### config.mk
export PLATFORM = sky130hd
export DESIGN_NAME = calendar_date_offset_and_distance_flat
export DESIGN_NICKNAME = d
export VERILOG_FILES = /design/src/rtl/cdod_pkg.sv /design/src/rtl/cdod_in_if.sv /design/src/rtl/cdod_out_if.sv /design/src/rtl/calendar_date_offset_and_distance.sv /design/src/rtl/cdod_ctrl.sv /design/src/rtl/cdod_dp.sv /design/src/flat_wrapper.sv
export SDC_FILE = /design/constraint.sdc
export NUM_CORES = 1
export LEC_CHECK = 0
export ABC_AREA = 0
export CORE_MARGIN = 3
export CORE_UTILIZATION = 55
export CTS_CLUSTER_SIZE = 8
export DETAILED_ROUTE_END_ITERATION = 16
export DONT_BUFFER_PORTS = 1
export PLACE_DENSITY = 0.81
export SETUP_SLACK_MARGIN = 0.5
export SLEW_MARGIN = 20
export SYNTH_ARGS = -nofsm -noshare
export SYNTH_HDL_FRONTEND = slang
export SYNTH_SLANG_ARGS = --single-unit
### constraint.sdc
create_clock -name i_clk -period 8.6 [get_ports i_clk]
set_input_delay 1.72 -clock i_clk [delete_from_list [all_inputs] [get_ports i_clk]]
set_output_delay 1.72 -clock i_clk [all_outputs]
set_load 0.02 [all_outputs]
### src/rtl/cdod_pkg.sv
// ----------------------------------------------------------------------------
// cdod_pkg
// Types, widths, constants and calendar tables of the date offset and
// distance block.
// ----------------------------------------------------------------------------
package cdod_pkg;

    localparam int YEAR_W  = 14;
    localparam int MON_W   = 4;
    localparam int DAY_W   = 5;
    localparam int OFF_W   = 17;
    localparam int DIST_W  = 22;
    localparam int DN_W    = 23;
    localparam int WY_W    = 17;
    localparam int C400_W  = 9;
    localparam int Q_W     = 8;
    localparam int R_W     = 7;
    localparam int PROD_W  = 2 * YEAR_W;
    localparam int CUM_W   = 9;

    // floor(2^20 / 100), quotient estimate is low by at most one
    localparam int RECIP_SH = 20;
    localparam logic [YEAR_W-1:0] RECIP = YEAR_W'(10485);

    localparam logic [MON_W-1:0] MON_JAN = MON_W'(1);
    localparam logic [MON_W-1:0] MON_FEB = MON_W'(2);
    localparam logic [MON_W-1:0] MON_DEC = MON_W'(12);
    localparam logic [DAY_W-1:0] DAY_DEC_LAST = DAY_W'(31);

    localparam logic [WY_W-1:0]   DEF_YEAR  = WY_W'(1900);
    localparam logic [DN_W-1:0]   DN_1900   = DN_W'(693961);
    localparam logic [C400_W-1:0] C400_1900 = C400_W'(300);
    localparam logic [C400_W-1:0] C400_LAST = C400_W'(399);
    localparam logic [DIST_W-1:0] DIST_MAX  = '1;

    typedef struct packed {
        logic                    operation;
        logic [YEAR_W-1:0]       year;
        logic [MON_W-1:0]        month;
        logic [DAY_W-1:0]        day;
        logic signed [OFF_W-1:0] day_offset;
        logic [YEAR_W-1:0]       other_year;
        logic [MON_W-1:0]        other_month;
        logic [DAY_W-1:0]        other_day;
    } t_in_item;

    typedef struct packed {
        logic [YEAR_W-1:0] result_year;
        logic [MON_W-1:0]  result_month;
        logic [DAY_W-1:0]  result_day;
        logic [DIST_W-1:0] day_distance;
        logic              input_invalid;
        logic              out_of_range;
    } t_out_item;

    typedef struct packed {
        logic capture;
        logic mul;
        logic div;
        logic ys;
        logic dn;
        logic sel_other;
        logic walk;
        logic diff;
        logic out_load;
    } t_cmd;

    typedef struct packed {
        logic op;
        logic walk_fin;
    } t_sts;

    function automatic logic [DAY_W-1:0] days_in_month(input logic [MON_W-1:0] m,
                                                       input logic leap);
        logic [DAY_W-1:0] n;
        case (m)
            4'd1, 4'd3, 4'd5, 4'd7, 4'd8, 4'd10, 4'd12: n = DAY_W'(31);
            4'd4, 4'd6, 4'd9, 4'd11:                    n = DAY_W'(30);
            4'd2:                                       n = leap ? DAY_W'(29) : DAY_W'(28);
            default:                                    n = '0;
        endcase
        return n;
    endfunction

    // days before the first of month m in a common year
    function automatic logic [CUM_W-1:0] cum_days(input logic [MON_W-1:0] m);
        logic [CUM_W-1:0] n;
        case (m)
            4'd2:    n = CUM_W'(31);
            4'd3:    n = CUM_W'(59);
            4'd4:    n = CUM_W'(90);
            4'd5:    n = CUM_W'(120);
            4'd6:    n = CUM_W'(151);
            4'd7:    n = CUM_W'(181);
            4'd8:    n = CUM_W'(212);
            4'd9:    n = CUM_W'(243);
            4'd10:   n = CUM_W'(273);
            4'd11:   n = CUM_W'(304);
            4'd12:   n = CUM_W'(334);
            default: n = '0;
        endcase
        return n;
    endfunction

endpackage

### src/rtl/cdod_in_if.sv
// ----------------------------------------------------------------------------
// cdod_in_if
// Request channel: valid/ready handshake with the date and offset payload.
// ----------------------------------------------------------------------------
interface cdod_in_if import cdod_pkg::*; ();
    logic                    valid;
    logic                    ready;
    logic                    operation;
    logic [YEAR_W-1:0]       year;
    logic [MON_W-1:0]        month;
    logic [DAY_W-1:0]        day;
    logic signed [OFF_W-1:0] day_offset;
    logic [YEAR_W-1:0]       other_year;
    logic [MON_W-1:0]        other_month;
    logic [DAY_W-1:0]        other_day;

    modport source (
        output valid, operation, year, month, day, day_offset,
               other_year, other_month, other_day,
        input  ready
    );

    modport sink (
        input  valid, operation, year, month, day, day_offset,
               other_year, other_month, other_day,
        output ready
    );
endinterface

### src/rtl/cdod_out_if.sv
// ----------------------------------------------------------------------------
// cdod_out_if
// Result channel: valid/ready handshake with the date and distance payload.
// ----------------------------------------------------------------------------
interface cdod_out_if import cdod_pkg::*; ();
    logic              valid;
    logic              ready;
    logic [YEAR_W-1:0] result_year;
    logic [MON_W-1:0]  result_month;
    logic [DAY_W-1:0]  result_day;
    logic [DIST_W-1:0] day_distance;
    logic              input_invalid;
    logic              out_of_range;

    modport source (
        output valid, result_year, result_month, result_day, day_distance,
               input_invalid, out_of_range,
        input  ready
    );

    modport sink (
        input  valid, result_year, result_month, result_day, day_distance,
               input_invalid, out_of_range,
        output ready
    );
endinterface

### src/rtl/calendar_date_offset_and_distance.sv
// ----------------------------------------------------------------------------
// calendar_date_offset_and_distance: Gregorian date shift and day distance
// Shift: capture, year split, date check and day number, then the month walk, a boundary per step.
// Distance: year split and day number run once per date on one shared unit, then the difference.
// One item in flight; the next is taken in idle, which follows the load of the output register.
// Synchronous active-low reset clears the sequencer and the result valid; no memories.
// ----------------------------------------------------------------------------
module calendar_date_offset_and_distance import cdod_pkg::*; #(
    parameter int unsigned YEAR_MAX = 9999
) (
    input  logic              i_clk,
    input  logic              i_rst_n,
    cdod_in_if.sink           i_in,
    cdod_out_if.source        o_res
);

    t_cmd      cmd;
    t_sts      sts;
    t_in_item  in_item;
    t_out_item out_item;

    assign in_item.operation   = i_in.operation;
    assign in_item.year        = i_in.year;
    assign in_item.month       = i_in.month;
    assign in_item.day         = i_in.day;
    assign in_item.day_offset  = i_in.day_offset;
    assign in_item.other_year  = i_in.other_year;
    assign in_item.other_month = i_in.other_month;
    assign in_item.other_day   = i_in.other_day;

    cdod_ctrl u_ctrl (
        .i_clk       (i_clk),
        .i_rst_n     (i_rst_n),
        .i_in_valid  (i_in.valid),
        .o_in_ready  (i_in.ready),
        .o_out_valid (o_res.valid),
        .i_out_ready (o_res.ready),
        .o_cmd       (cmd),
        .i_sts       (sts)
    );

    cdod_dp #(
        .YEAR_MAX (YEAR_MAX)
    ) u_dp (
        .i_clk  (i_clk),
        .i_cmd  (cmd),
        .o_sts  (sts),
        .i_item (in_item),
        .o_item (out_item)
    );

    assign o_res.result_year   = out_item.result_year;
    assign o_res.result_month  = out_item.result_month;
    assign o_res.result_day    = out_item.result_day;
    assign o_res.day_distance  = out_item.day_distance;
    assign o_res.input_invalid = out_item.input_invalid;
    assign o_res.out_of_range  = out_item.out_of_range;

`ifndef SYNTHESIS
    a_one_item: assert property (@(posedge i_clk) disable iff (!i_rst_n)
        (i_in.valid && i_in.ready) |=> !i_in.ready)
        else $error("new transfer taken while an item is in flight");

    a_load_free: assert property (@(posedge i_clk) disable iff (!i_rst_n)
        cmd.out_load |-> (!o_res.valid || o_res.ready))
        else $error("result register overwritten before its transfer");

    a_month: assert property (@(posedge i_clk) disable iff (!i_rst_n)
        o_res.valid |-> (o_res.result_month >= MON_JAN && o_res.result_month <= MON_DEC))
        else $error("result month outside 1 to 12");

    a_dist_oor: assert property (@(posedge i_clk) disable iff (!i_rst_n)
        (o_res.valid && o_res.day_distance != '0) |-> !o_res.out_of_range)
        else $error("distance result flagged out of range");
`endif

endmodule

### src/rtl/cdod_ctrl.sv
// ----------------------------------------------------------------------------
// cdod_ctrl
// Sequencer: steps the datapath through year split, date check, day number,
// month walk or distance, and owns both handshakes.
// ----------------------------------------------------------------------------
module cdod_ctrl import cdod_pkg::*; (
    input  logic i_clk,
    input  logic i_rst_n,
    input  logic i_in_valid,
    output logic o_in_ready,
    output logic o_out_valid,
    input  logic i_out_ready,
    output t_cmd o_cmd,
    input  t_sts i_sts
);

    typedef enum logic [7:0] {
        S_IDLE = 8'b0000_0001,
        S_MUL  = 8'b0000_0010,
        S_DIV  = 8'b0000_0100,
        S_YS   = 8'b0000_1000,
        S_DN   = 8'b0001_0000,
        S_WALK = 8'b0010_0000,
        S_DIFF = 8'b0100_0000,
        S_DONE = 8'b1000_0000
    } t_state;

    t_state r_state, n_state;
    logic   r_second, n_second;
    logic   r_out_valid, n_out_valid;
    logic   out_free;

    assign out_free    = !r_out_valid || i_out_ready;
    assign o_in_ready  = (r_state == S_IDLE);
    assign o_out_valid = r_out_valid;

    always_comb begin
        n_state     = r_state;
        n_second    = r_second;
        o_cmd       = '0;
        o_cmd.sel_other = r_second;
        n_out_valid = r_out_valid && !i_out_ready;
        unique case (r_state)
            S_IDLE: begin
                if (i_in_valid) begin
                    o_cmd.capture = 1'b1;
                    n_second      = 1'b0;
                    n_state       = S_MUL;
                end
            end
            S_MUL: begin
                o_cmd.mul = 1'b1;
                n_state   = S_DIV;
            end
            S_DIV: begin
                o_cmd.div = 1'b1;
                n_state   = S_YS;
            end
            S_YS: begin
                o_cmd.ys = 1'b1;
                n_state  = S_DN;
            end
            S_DN: begin
                o_cmd.dn = 1'b1;
                if (r_second) begin
                    n_state = S_DIFF;
                end else if (i_sts.op) begin
                    n_second = 1'b1;
                    n_state  = S_MUL;
                end else begin
                    n_state = S_WALK;
                end
            end
            S_WALK: begin
                o_cmd.walk = 1'b1;
                if (i_sts.walk_fin) begin
                    n_state = S_DONE;
                end
            end
            S_DIFF: begin
                o_cmd.diff = 1'b1;
                n_state    = S_DONE;
            end
            S_DONE: begin
                if (out_free) begin
                    o_cmd.out_load = 1'b1;
                    n_out_valid    = 1'b1;
                    n_state        = S_IDLE;
                end
            end
            default: begin
                n_state = S_IDLE;
            end
        endcase
    end

    always_ff @(posedge i_clk) begin
        if (!i_rst_n) begin
            r_state     <= S_IDLE;
            r_second    <= 1'b0;
            r_out_valid <= 1'b0;
        end else begin
            r_state     <= n_state;
            r_second    <= n_second;
            r_out_valid <= n_out_valid;
        end
    end

endmodule

### src/rtl/cdod_dp.sv
// ----------------------------------------------------------------------------
// cdod_dp
// Datapath: year split by 100, date check, day numbers, month-by-month walk,
// distance and the result register.
// ----------------------------------------------------------------------------
module cdod_dp import cdod_pkg::*; #(
    parameter int unsigned YEAR_MAX = 9999
) (
    input  logic      i_clk,
    input  t_cmd      i_cmd,
    output t_sts      o_sts,
    input  t_in_item  i_item,
    output t_out_item o_item
);

    localparam logic [WY_W-1:0] YMAX = WY_W'(YEAR_MAX);

    // captured item
    logic                    r_op;
    logic [YEAR_W-1:0]       r_yi, r_oy;
    logic [MON_W-1:0]        r_mi, r_om;
    logic [DAY_W-1:0]        r_di, r_od;
    logic signed [OFF_W-1:0] r_off;

    // year split and day number
    logic [PROD_W-1:0] r_prod;
    logic [Q_W-1:0]    r_q;
    logic [R_W-1:0]    r_r;
    logic [DN_W-1:0]   r_ys;
    logic              r_valid;
    logic              r_leap;
    logic [DN_W-1:0]   r_dn_a, r_dn_b;

    // walk and result
    logic [WY_W-1:0]   r_y;
    logic [MON_W-1:0]  r_m;
    logic [DAY_W-1:0]  r_d;
    logic [OFF_W-1:0]  r_rem;
    logic              r_back;
    logic [C400_W-1:0] r_c400;
    logic [DIST_W-1:0] r_dist;
    logic              r_inv;
    logic              r_oor;
    t_out_item         r_out;

    logic [YEAR_W-1:0] x_y;
    logic [MON_W-1:0]  x_m;
    logic [DAY_W-1:0]  x_d;

    assign x_y = i_cmd.sel_other ? r_oy : r_yi;
    assign x_m = i_cmd.sel_other ? r_om : r_mi;
    assign x_d = i_cmd.sel_other ? r_od : r_di;

    // quotient correction
    logic [Q_W-1:0]    q_est;
    logic [YEAR_W:0]   r_est;
    logic              q_fix;

    assign q_est = r_prod[RECIP_SH +: Q_W];
    assign r_est = {1'b0, x_y} - ((YEAR_W+1)'(q_est) * (YEAR_W+1)'(100));
    assign q_fix = (r_est >= (YEAR_W+1)'(100));

    // year start and date check
    logic              leap_x;
    logic [Q_W:0]      q1;
    logic [DN_W-1:0]   ys_x;
    logic [DAY_W-1:0]  dim_x;
    logic              valid_x;

    always_comb begin
        leap_x  = (r_r != '0) ? (x_y[1:0] == 2'b00) : (r_q[1:0] == 2'b00);
        q1      = (Q_W+1)'(r_q) + (Q_W+1)'(r_r != '0);
        ys_x    = DN_W'(x_y) * DN_W'(365)
                + DN_W'(((YEAR_W+1)'(x_y) + (YEAR_W+1)'(3)) >> 2)
                - DN_W'(q1)
                + DN_W'(((Q_W+2)'(q1) + (Q_W+2)'(3)) >> 2);
        dim_x   = days_in_month(x_m, leap_x);
        valid_x = (WY_W'(x_y) <= YMAX) && (x_d != '0) && (x_d <= dim_x);
    end

    logic [DN_W-1:0] dn_x;

    assign dn_x = r_valid
                ? r_ys + DN_W'(cum_days(x_m))
                  + DN_W'(r_leap && (x_m > MON_FEB)) + DN_W'(x_d) - DN_W'(1)
                : DN_1900;

    // month walk step
    logic              leap_c;
    logic [DAY_W-1:0]  dim_c, dim_prev, space;
    logic [MON_W-1:0]  prev_m;
    logic              walk_fin, clamp_hi, clamp_lo;
    logic [WY_W-1:0]   w_y;
    logic [MON_W-1:0]  w_m;
    logic [DAY_W-1:0]  w_d;
    logic [OFF_W-1:0]  w_rem;
    logic [C400_W-1:0] w_c400;

    always_comb begin
        leap_c   = (r_c400[1:0] == 2'b00) && (r_c400 != C400_W'(100))
                && (r_c400 != C400_W'(200)) && (r_c400 != C400_W'(300));
        dim_c    = days_in_month(r_m, leap_c);
        prev_m   = r_m - MON_W'(1);
        dim_prev = days_in_month(prev_m, leap_c);
        space    = dim_c - r_d;
        walk_fin = 1'b0;
        clamp_hi = 1'b0;
        clamp_lo = 1'b0;
        w_y      = r_y;
        w_m      = r_m;
        w_d      = r_d;
        w_rem    = r_rem;
        w_c400   = r_c400;
        if (!r_back) begin
            if (r_rem <= OFF_W'(space)) begin
                walk_fin = 1'b1;
                w_d      = r_d + r_rem[DAY_W-1:0];
            end else begin
                w_rem = r_rem - OFF_W'(space) - OFF_W'(1);
                w_d   = DAY_W'(1);
                if (r_m == MON_DEC) begin
                    if (r_y >= YMAX) begin
                        walk_fin = 1'b1;
                        clamp_hi = 1'b1;
                    end else begin
                        w_y    = r_y + WY_W'(1);
                        w_m    = MON_JAN;
                        w_c400 = (r_c400 == C400_LAST) ? '0 : r_c400 + C400_W'(1);
                    end
                end else begin
                    w_m = r_m + MON_W'(1);
                end
            end
        end else begin
            if (r_rem < OFF_W'(r_d)) begin
                walk_fin = 1'b1;
                w_d      = r_d - r_rem[DAY_W-1:0];
            end else begin
                w_rem = r_rem - OFF_W'(r_d);
                if (r_m == MON_JAN) begin
                    if (r_y == '0) begin
                        walk_fin = 1'b1;
                        clamp_lo = 1'b1;
                    end else begin
                        w_y    = r_y - WY_W'(1);
                        w_m    = MON_DEC;
                        w_d    = DAY_DEC_LAST;
                        w_c400 = (r_c400 == '0) ? C400_LAST : r_c400 - C400_W'(1);
                    end
                end else begin
                    w_m = prev_m;
                    w_d = dim_prev;
                end
            end
        end
        if (walk_fin && !clamp_lo && (r_y > YMAX)) begin
            clamp_hi = 1'b1;
        end
        if (clamp_hi) begin
            w_y = YMAX;
            w_m = MON_DEC;
            w_d = DAY_DEC_LAST;
        end
        if (clamp_lo) begin
            w_y = '0;
            w_m = MON_JAN;
            w_d = DAY_W'(1);
        end
    end

    assign o_sts.op       = r_op;
    assign o_sts.walk_fin = walk_fin;

    // distance
    logic [DN_W-1:0] diff;

    assign diff = (r_dn_a > r_dn_b) ? r_dn_a - r_dn_b : r_dn_b - r_dn_a;

    always_ff @(posedge i_clk) begin
        if (i_cmd.capture) begin
            r_op  <= i_item.operation;
            r_yi  <= i_item.year;
            r_mi  <= i_item.month;
            r_di  <= i_item.day;
            r_off <= i_item.day_offset;
            r_oy  <= i_item.other_year;
            r_om  <= i_item.other_month;
            r_od  <= i_item.other_day;
        end
        if (i_cmd.mul) begin
            r_prod <= PROD_W'(x_y) * PROD_W'(RECIP);
        end
        if (i_cmd.div) begin
            r_q <= q_fix ? q_est + Q_W'(1) : q_est;
            r_r <= q_fix ? R_W'(r_est - (YEAR_W+1)'(100)) : R_W'(r_est);
        end
        if (i_cmd.ys) begin
            r_ys    <= ys_x;
            r_valid <= valid_x;
            r_leap  <= leap_x;
        end
        if (i_cmd.dn) begin
            if (!i_cmd.sel_other) begin
                r_dn_a <= dn_x;
                r_inv  <= !r_valid;
                r_oor  <= 1'b0;
                r_dist <= '0;
                r_back <= r_off[OFF_W-1];
                r_rem  <= r_off[OFF_W-1] ? OFF_W'(-r_off) : OFF_W'(r_off);
                if (r_valid) begin
                    r_y    <= WY_W'(r_yi);
                    r_m    <= r_mi;
                    r_d    <= r_di;
                    r_c400 <= C400_W'(r_q[1:0]) * C400_W'(100) + C400_W'(r_r);
                end else begin
                    r_y    <= DEF_YEAR;
                    r_m    <= MON_JAN;
                    r_d    <= DAY_W'(1);
                    r_c400 <= C400_1900;
                end
            end else begin
                r_dn_b <= dn_x;
                r_inv  <= r_inv || !r_valid;
            end
        end
        if (i_cmd.walk) begin
            r_y    <= w_y;
            r_m    <= w_m;
            r_d    <= w_d;
            r_rem  <= w_rem;
            r_c400 <= w_c400;
            r_oor  <= clamp_hi || clamp_lo;
        end
        if (i_cmd.diff) begin
            r_dist <= (diff > DN_W'(DIST_MAX)) ? DIST_MAX : DIST_W'(diff);
        end
        if (i_cmd.out_load) begin
            r_out.result_year   <= r_y[YEAR_W-1:0];
            r_out.result_month  <= r_m;
            r_out.result_day    <= r_d;
            r_out.day_distance  <= r_dist;
            r_out.input_invalid <= r_inv;
            r_out.out_of_range  <= r_oor;
        end
    end

    assign o_item = r_out;

endmodule
### src/flat_wrapper.sv
// flat-port wrapper written by rule: the top's interface ports become plain ports
module calendar_date_offset_and_distance_flat import cdod_pkg::*;
#(
    parameter int unsigned YEAR_MAX = 9999
)
  (i_clk, i_rst_n, i_in_valid, i_in_operation, i_in_year, i_in_month, i_in_day, i_in_day_offset, i_in_other_year, i_in_other_month, i_in_other_day, i_in_ready, o_res_valid, o_res_result_year, o_res_result_month, o_res_result_day, o_res_day_distance, o_res_input_invalid, o_res_out_of_range, o_res_ready);
  cdod_in_if i_in_i ();
  cdod_out_if o_res_i ();
  input  logic i_clk;
  input  logic i_rst_n;
  input wire logic [$bits(i_in_i.valid)-1:0] i_in_valid;
  input wire logic [$bits(i_in_i.operation)-1:0] i_in_operation;
  input wire logic [$bits(i_in_i.year)-1:0] i_in_year;
  input wire logic [$bits(i_in_i.month)-1:0] i_in_month;
  input wire logic [$bits(i_in_i.day)-1:0] i_in_day;
  input wire logic [$bits(i_in_i.day_offset)-1:0] i_in_day_offset;
  input wire logic [$bits(i_in_i.other_year)-1:0] i_in_other_year;
  input wire logic [$bits(i_in_i.other_month)-1:0] i_in_other_month;
  input wire logic [$bits(i_in_i.other_day)-1:0] i_in_other_day;
  output wire logic [$bits(i_in_i.ready)-1:0] i_in_ready;
  output wire logic [$bits(o_res_i.valid)-1:0] o_res_valid;
  output wire logic [$bits(o_res_i.result_year)-1:0] o_res_result_year;
  output wire logic [$bits(o_res_i.result_month)-1:0] o_res_result_month;
  output wire logic [$bits(o_res_i.result_day)-1:0] o_res_result_day;
  output wire logic [$bits(o_res_i.day_distance)-1:0] o_res_day_distance;
  output wire logic [$bits(o_res_i.input_invalid)-1:0] o_res_input_invalid;
  output wire logic [$bits(o_res_i.out_of_range)-1:0] o_res_out_of_range;
  input wire logic [$bits(o_res_i.ready)-1:0] o_res_ready;
  assign i_in_i.valid = i_in_valid;
  assign i_in_i.operation = i_in_operation;
  assign i_in_i.year = i_in_year;
  assign i_in_i.month = i_in_month;
  assign i_in_i.day = i_in_day;
  assign i_in_i.day_offset = i_in_day_offset;
  assign i_in_i.other_year = i_in_other_year;
  assign i_in_i.other_month = i_in_other_month;
  assign i_in_i.other_day = i_in_other_day;
  assign i_in_ready = i_in_i.ready;
  assign o_res_valid = o_res_i.valid;
  assign o_res_result_year = o_res_i.result_year;
  assign o_res_result_month = o_res_i.result_month;
  assign o_res_result_day = o_res_i.result_day;
  assign o_res_day_distance = o_res_i.day_distance;
  assign o_res_input_invalid = o_res_i.input_invalid;
  assign o_res_out_of_range = o_res_i.out_of_range;
  assign o_res_i.ready = o_res_ready;
  calendar_date_offset_and_distance #(.YEAR_MAX(YEAR_MAX)) u_core (.i_clk(i_clk), .i_rst_n(i_rst_n), .i_in(i_in_i), .o_res(o_res_i));
endmodule
==> summary.md <==
| Metric | Value |
|---|---|
| Hold Path Class | reg2reg |
| Period utilization | about 87% |
| Port-buffer cells | 0 |
| Synth cell types | 85 |
| Via Count | 19100 |
| WS Path Type | reg2reg |
| LEAKAGE | 12.6 nW |
| Vias in the first global route | between 15000 and 20000 |
| Syn_nets | 3235 |
| Ratio of cells with drive above 1 in the final layout | 3.84% |
| CTS Sinks | 292 |
| Arr. time, crit path | approximately 7.8 ns |
| Flop2flop setup slack | 1.13 ns |
| Core Rows | 80 |
| Cts-stage hold buffer count | 0 |
| Routed len/inst | 19.6 µm |
| Initial DRC count | 1770 |
| Combinational Power Share | between 60 and 70% |
| CTS tree | built |
| Endpoint type of the worst setup path | flip-flop |
| Final ANT Viol Nets | 0 |
| Switching power | 4.23 mW |
| Die X | 226 µm |
| Register area share after synthesis | around 33% |
| Synthesis-stage register bit count | 292 |
| GRT Resource Usage Total | 25.0% |
| Flop pwr share | roughly 20% |
| Post-synth top flop | edfxtp_1 |
| Max Fclk | 134 MHz |
| Switching share of power | 42.8% |
| Crit-path max FO | 28 |
| Period minus WS final | around 7.5 ns |
| IO Pins | about 120 |
| Placer's final routability congestion estimate | around 0.95 |
| Total grt overflow | 0 |
| Clock Tree Buf Depth | 3 |
| Initial antenna violation count | 2 |
| Max-slew headroom | ~37% |
| CP Launch Type | flip-flop |
| Setup tns final | 0 ns |
| Die height | 226 µm |
| Commonest non-fill, non-tap cell in the layout | inv_1 |
| Drc violations | 0 |
| Area growth, synth to finish | 7.04% |
| CP dominant cell by count | inv_1 |
| Critical Path Slowest Stage Cell | dfxtp_2 |
| CTS buffer count | 43 |
| Setup Buffers After CTS | 0 |
| Max-Cap Viols | 0 |
| Setup Viol. Count Final | 0 |
| Final Skew | 0.0344 ns |
| Transition time at the pin with the least slew margin | 0.949 ns |
| Yosys warns | 0 |
| Most frequent cells in the layout | inv_1, ha_1, edfxtp_1 |
| Number of flops mapped to enable cells by yosys | ~280 |
| Overall Power | 9.88 mW |
| Outcome | completed |
| H-tree depth | 2 |
| Avg Vias per Cell | 5.89 |
| Post_cts resized | 0 |
| RSZ-0062 raised after global routing | no |
| Slowest Stage Delay on Critical Path | ~0.85 ns |
| PwrDens | 347 nW/µm² |
| Total internal power | 5.65 mW |
| DP HPWL | 50800 µm |
| Clock network fraction of design power | approximately 16% |
| Fraction of registers with async set/reset | 0% |
| Total core area | 47800 µm² |
| Nets | 3231 |
| Cell count after synthesis | 2611 |
| Final Max Slew Viols | 0 |
| Post-synthesis cell area | roughly 27000 µm² |
| Hold Fails Final Rpt | 0 |
| Clock slew at the register clock pins of the worst setup and hold paths | 0.05 ns |
| Die area | a little over 50000 µm² |
| # fillers | 3914 |
| Root Buffer | clkbuf_16 |
| Initial Utilization | approximately 56% |
| TritonRoute pass-1 iters | 5 |
| Routed WL | between 60000 and 70000 µm |
| Worst VDD drop | 0.789 mV |
| Avg Cell Area, Syn | between 10 and 15 µm² |
| Largest net degree at the start of global routing | 51 |
| Worst path required time | roughly 9 ns |
| First-pass GRT wire length | between 100000 and 150000 µm |
| Clock Latency Late Sink | a little under 0.6 ns |
==> power by group through the flow <==
stage               Clock, mW  Combinational (mW)  Sequential, mW
CTS                      1.58                6.40            1.97
finish                   1.54                6.37            1.97
floorplan                   0                5.01            1.95
global route             1.64                7.36            1.97
global placement            0                6.08            2.00
detailed placement          0                6.34            1.99
==> synth_stat cells (all sizes together) (6+ instances only) <==
cell    number  area share, %
o21bai      17           0.48
edfxtp     282             32
xor2        63            2.1
o21a        16           0.45
nand2      129            1.8
a22oi        6           0.17
mux2i       35            1.3
buf         11           0.23
clkbuf      54           0.76
or3         20           0.49
dfxtp       10           0.75
a21o        65            1.8
o21ai      138            2.6
nor2b       23           0.54
nor3        43           0.81
nand2b      20           0.47
fa         160             12
a31oi       23           0.54
ha         396             19
xnor2      121            4.0
a21oi      171            3.2
inv        399            5.6
and3        18           0.42
o211ai      11           0.31
and2        21           0.50
o31ai        6           0.19
nor4        10           0.23
nor2       138            2.0
or2         10           0.23
o22ai        7           0.16
nand3       54            1.0
nand4       13           0.31
a211oi      19           0.54
==> registers in the layout, indices dropped and copies added (netlist names), 4 cells and up <==
name / count
u_core.u_dp.o_item: 47
u_core.u_dp.r_dn_a: 23
u_core.u_dp.r_dn_b: 23
u_core.u_dp.r_ys: 23
u_core.u_dp.r_dist: 22
u_core.u_dp.r_off: 17
u_core.u_dp.r_rem: 17
u_core.u_dp.r_y: 17
u_core.u_dp.r_oy: 14
u_core.u_dp.r_yi: 14
u_core.u_dp.r_c400: 9
u_core.u_ctrl.r_state: 8
u_core.u_dp.r_prod: 8
u_core.u_dp.r_q: 8
u_core.u_dp.r_r: 7
u_core.u_dp.r_d: 5
u_core.u_dp.r_di: 5
u_core.u_dp.r_od: 5
u_core.u_dp.r_m: 4
u_core.u_dp.r_mi: 4
u_core.u_dp.r_om: 4
==> metrics by stage <==
stage	instances	utilization [%]	instance area [µm²]	hold slack [ns]	setup slack, ns
6_report	3249	59.6	28500	0.413	1.13
5_1_grt	3245	59.6	28500	0.424	0.586
4_1_cts	3245	59.6	28500	0.416	1.10
3_5_place_dp	3177	57.0	27300	0.406	1.13
3_3_place_gp	3177	57.0	27300	0.401	1.44
2_1_floorplan	2611	-	26700	0.400	1.72
==> layer usage <==
metal | part of all wire, % | track usage (%) | vias up | wire (µm)
met4 | 3.4 | 9.31 | 2 | 2180
met2 | 46 | 39.9 | 681 | 29000
met3 | 6.9 | 3.89 | 127 | 4390
met5 | 0.016 | 0 | - | 10
li1 | - | - | 9055 | -
met1 | 44 | 34.8 | 9284 | 27900
==> cell type report <==
type	count	area [µm²]	area share [%]
diodes	4	10.0	0.0351
clock buffers	63	1150	4.04
clock inverters	5	67.6	0.237
inverters	399	1500	5.25
multi-input cells	1855	16200	56.9
flip-flops and latches	292	8670	30.4
well taps	615	769	2.70
repair buffers	16	120	0.421
==> kinds of logic (layout without fill, tap and decap cells) <==
kind of cell | after synthesis | in the layout | share of synthesized area (%)
compound gates | 541 | 541 | 12.6
xor+xnor | 184 | 184 | 6.05
fa+ha+maj | 556 | 556 | 30.6
buf+inv | 464 | 483 | 6.61
flops | 292 | 292 | 32.5
mux | 41 | 41 | 1.61
other cells | 1 | 5 | 0.0141
simple gates | 532 | 532 | 9.96
==> critical path: cells and delay by family (launching register included) <==
| family | cells | cell delay (ns) |
|---|---|---|
| DFF | 1 | 0.85 |
| buffers and inverters | 6 | 0.78 |
| and+or+nand+nor | 3 | 0.38 |
| adders and majority gates | 6 | 2.71 |
| xor gates and xnor gates | 2 | 0.20 |
| AOI/OAI and AO/OA | 8 | 1.63 |
| muxes | 1 | 0.65 |
==> worst paths after layout <==
| path | startpoint | cells past startpoint | endpoint |
|---|---|---|---|
| worst max-delay path | u_core.u_ctrl.r_second | 26 | u_core.u_dp.r_ys[22] |
| worst min-delay path | u_core.u_dp.r_dist[11] | 0 | u_core.u_dp.o_item[13] |
| worst max register to register | u_core.u_ctrl.r_second | 26 | u_core.u_dp.r_ys[22] |
| worst min register to register | u_core.u_dp.r_dist[11] | 0 | u_core.u_dp.o_item[13] |
Note: power is estimated with default switching activity, not from simulation.
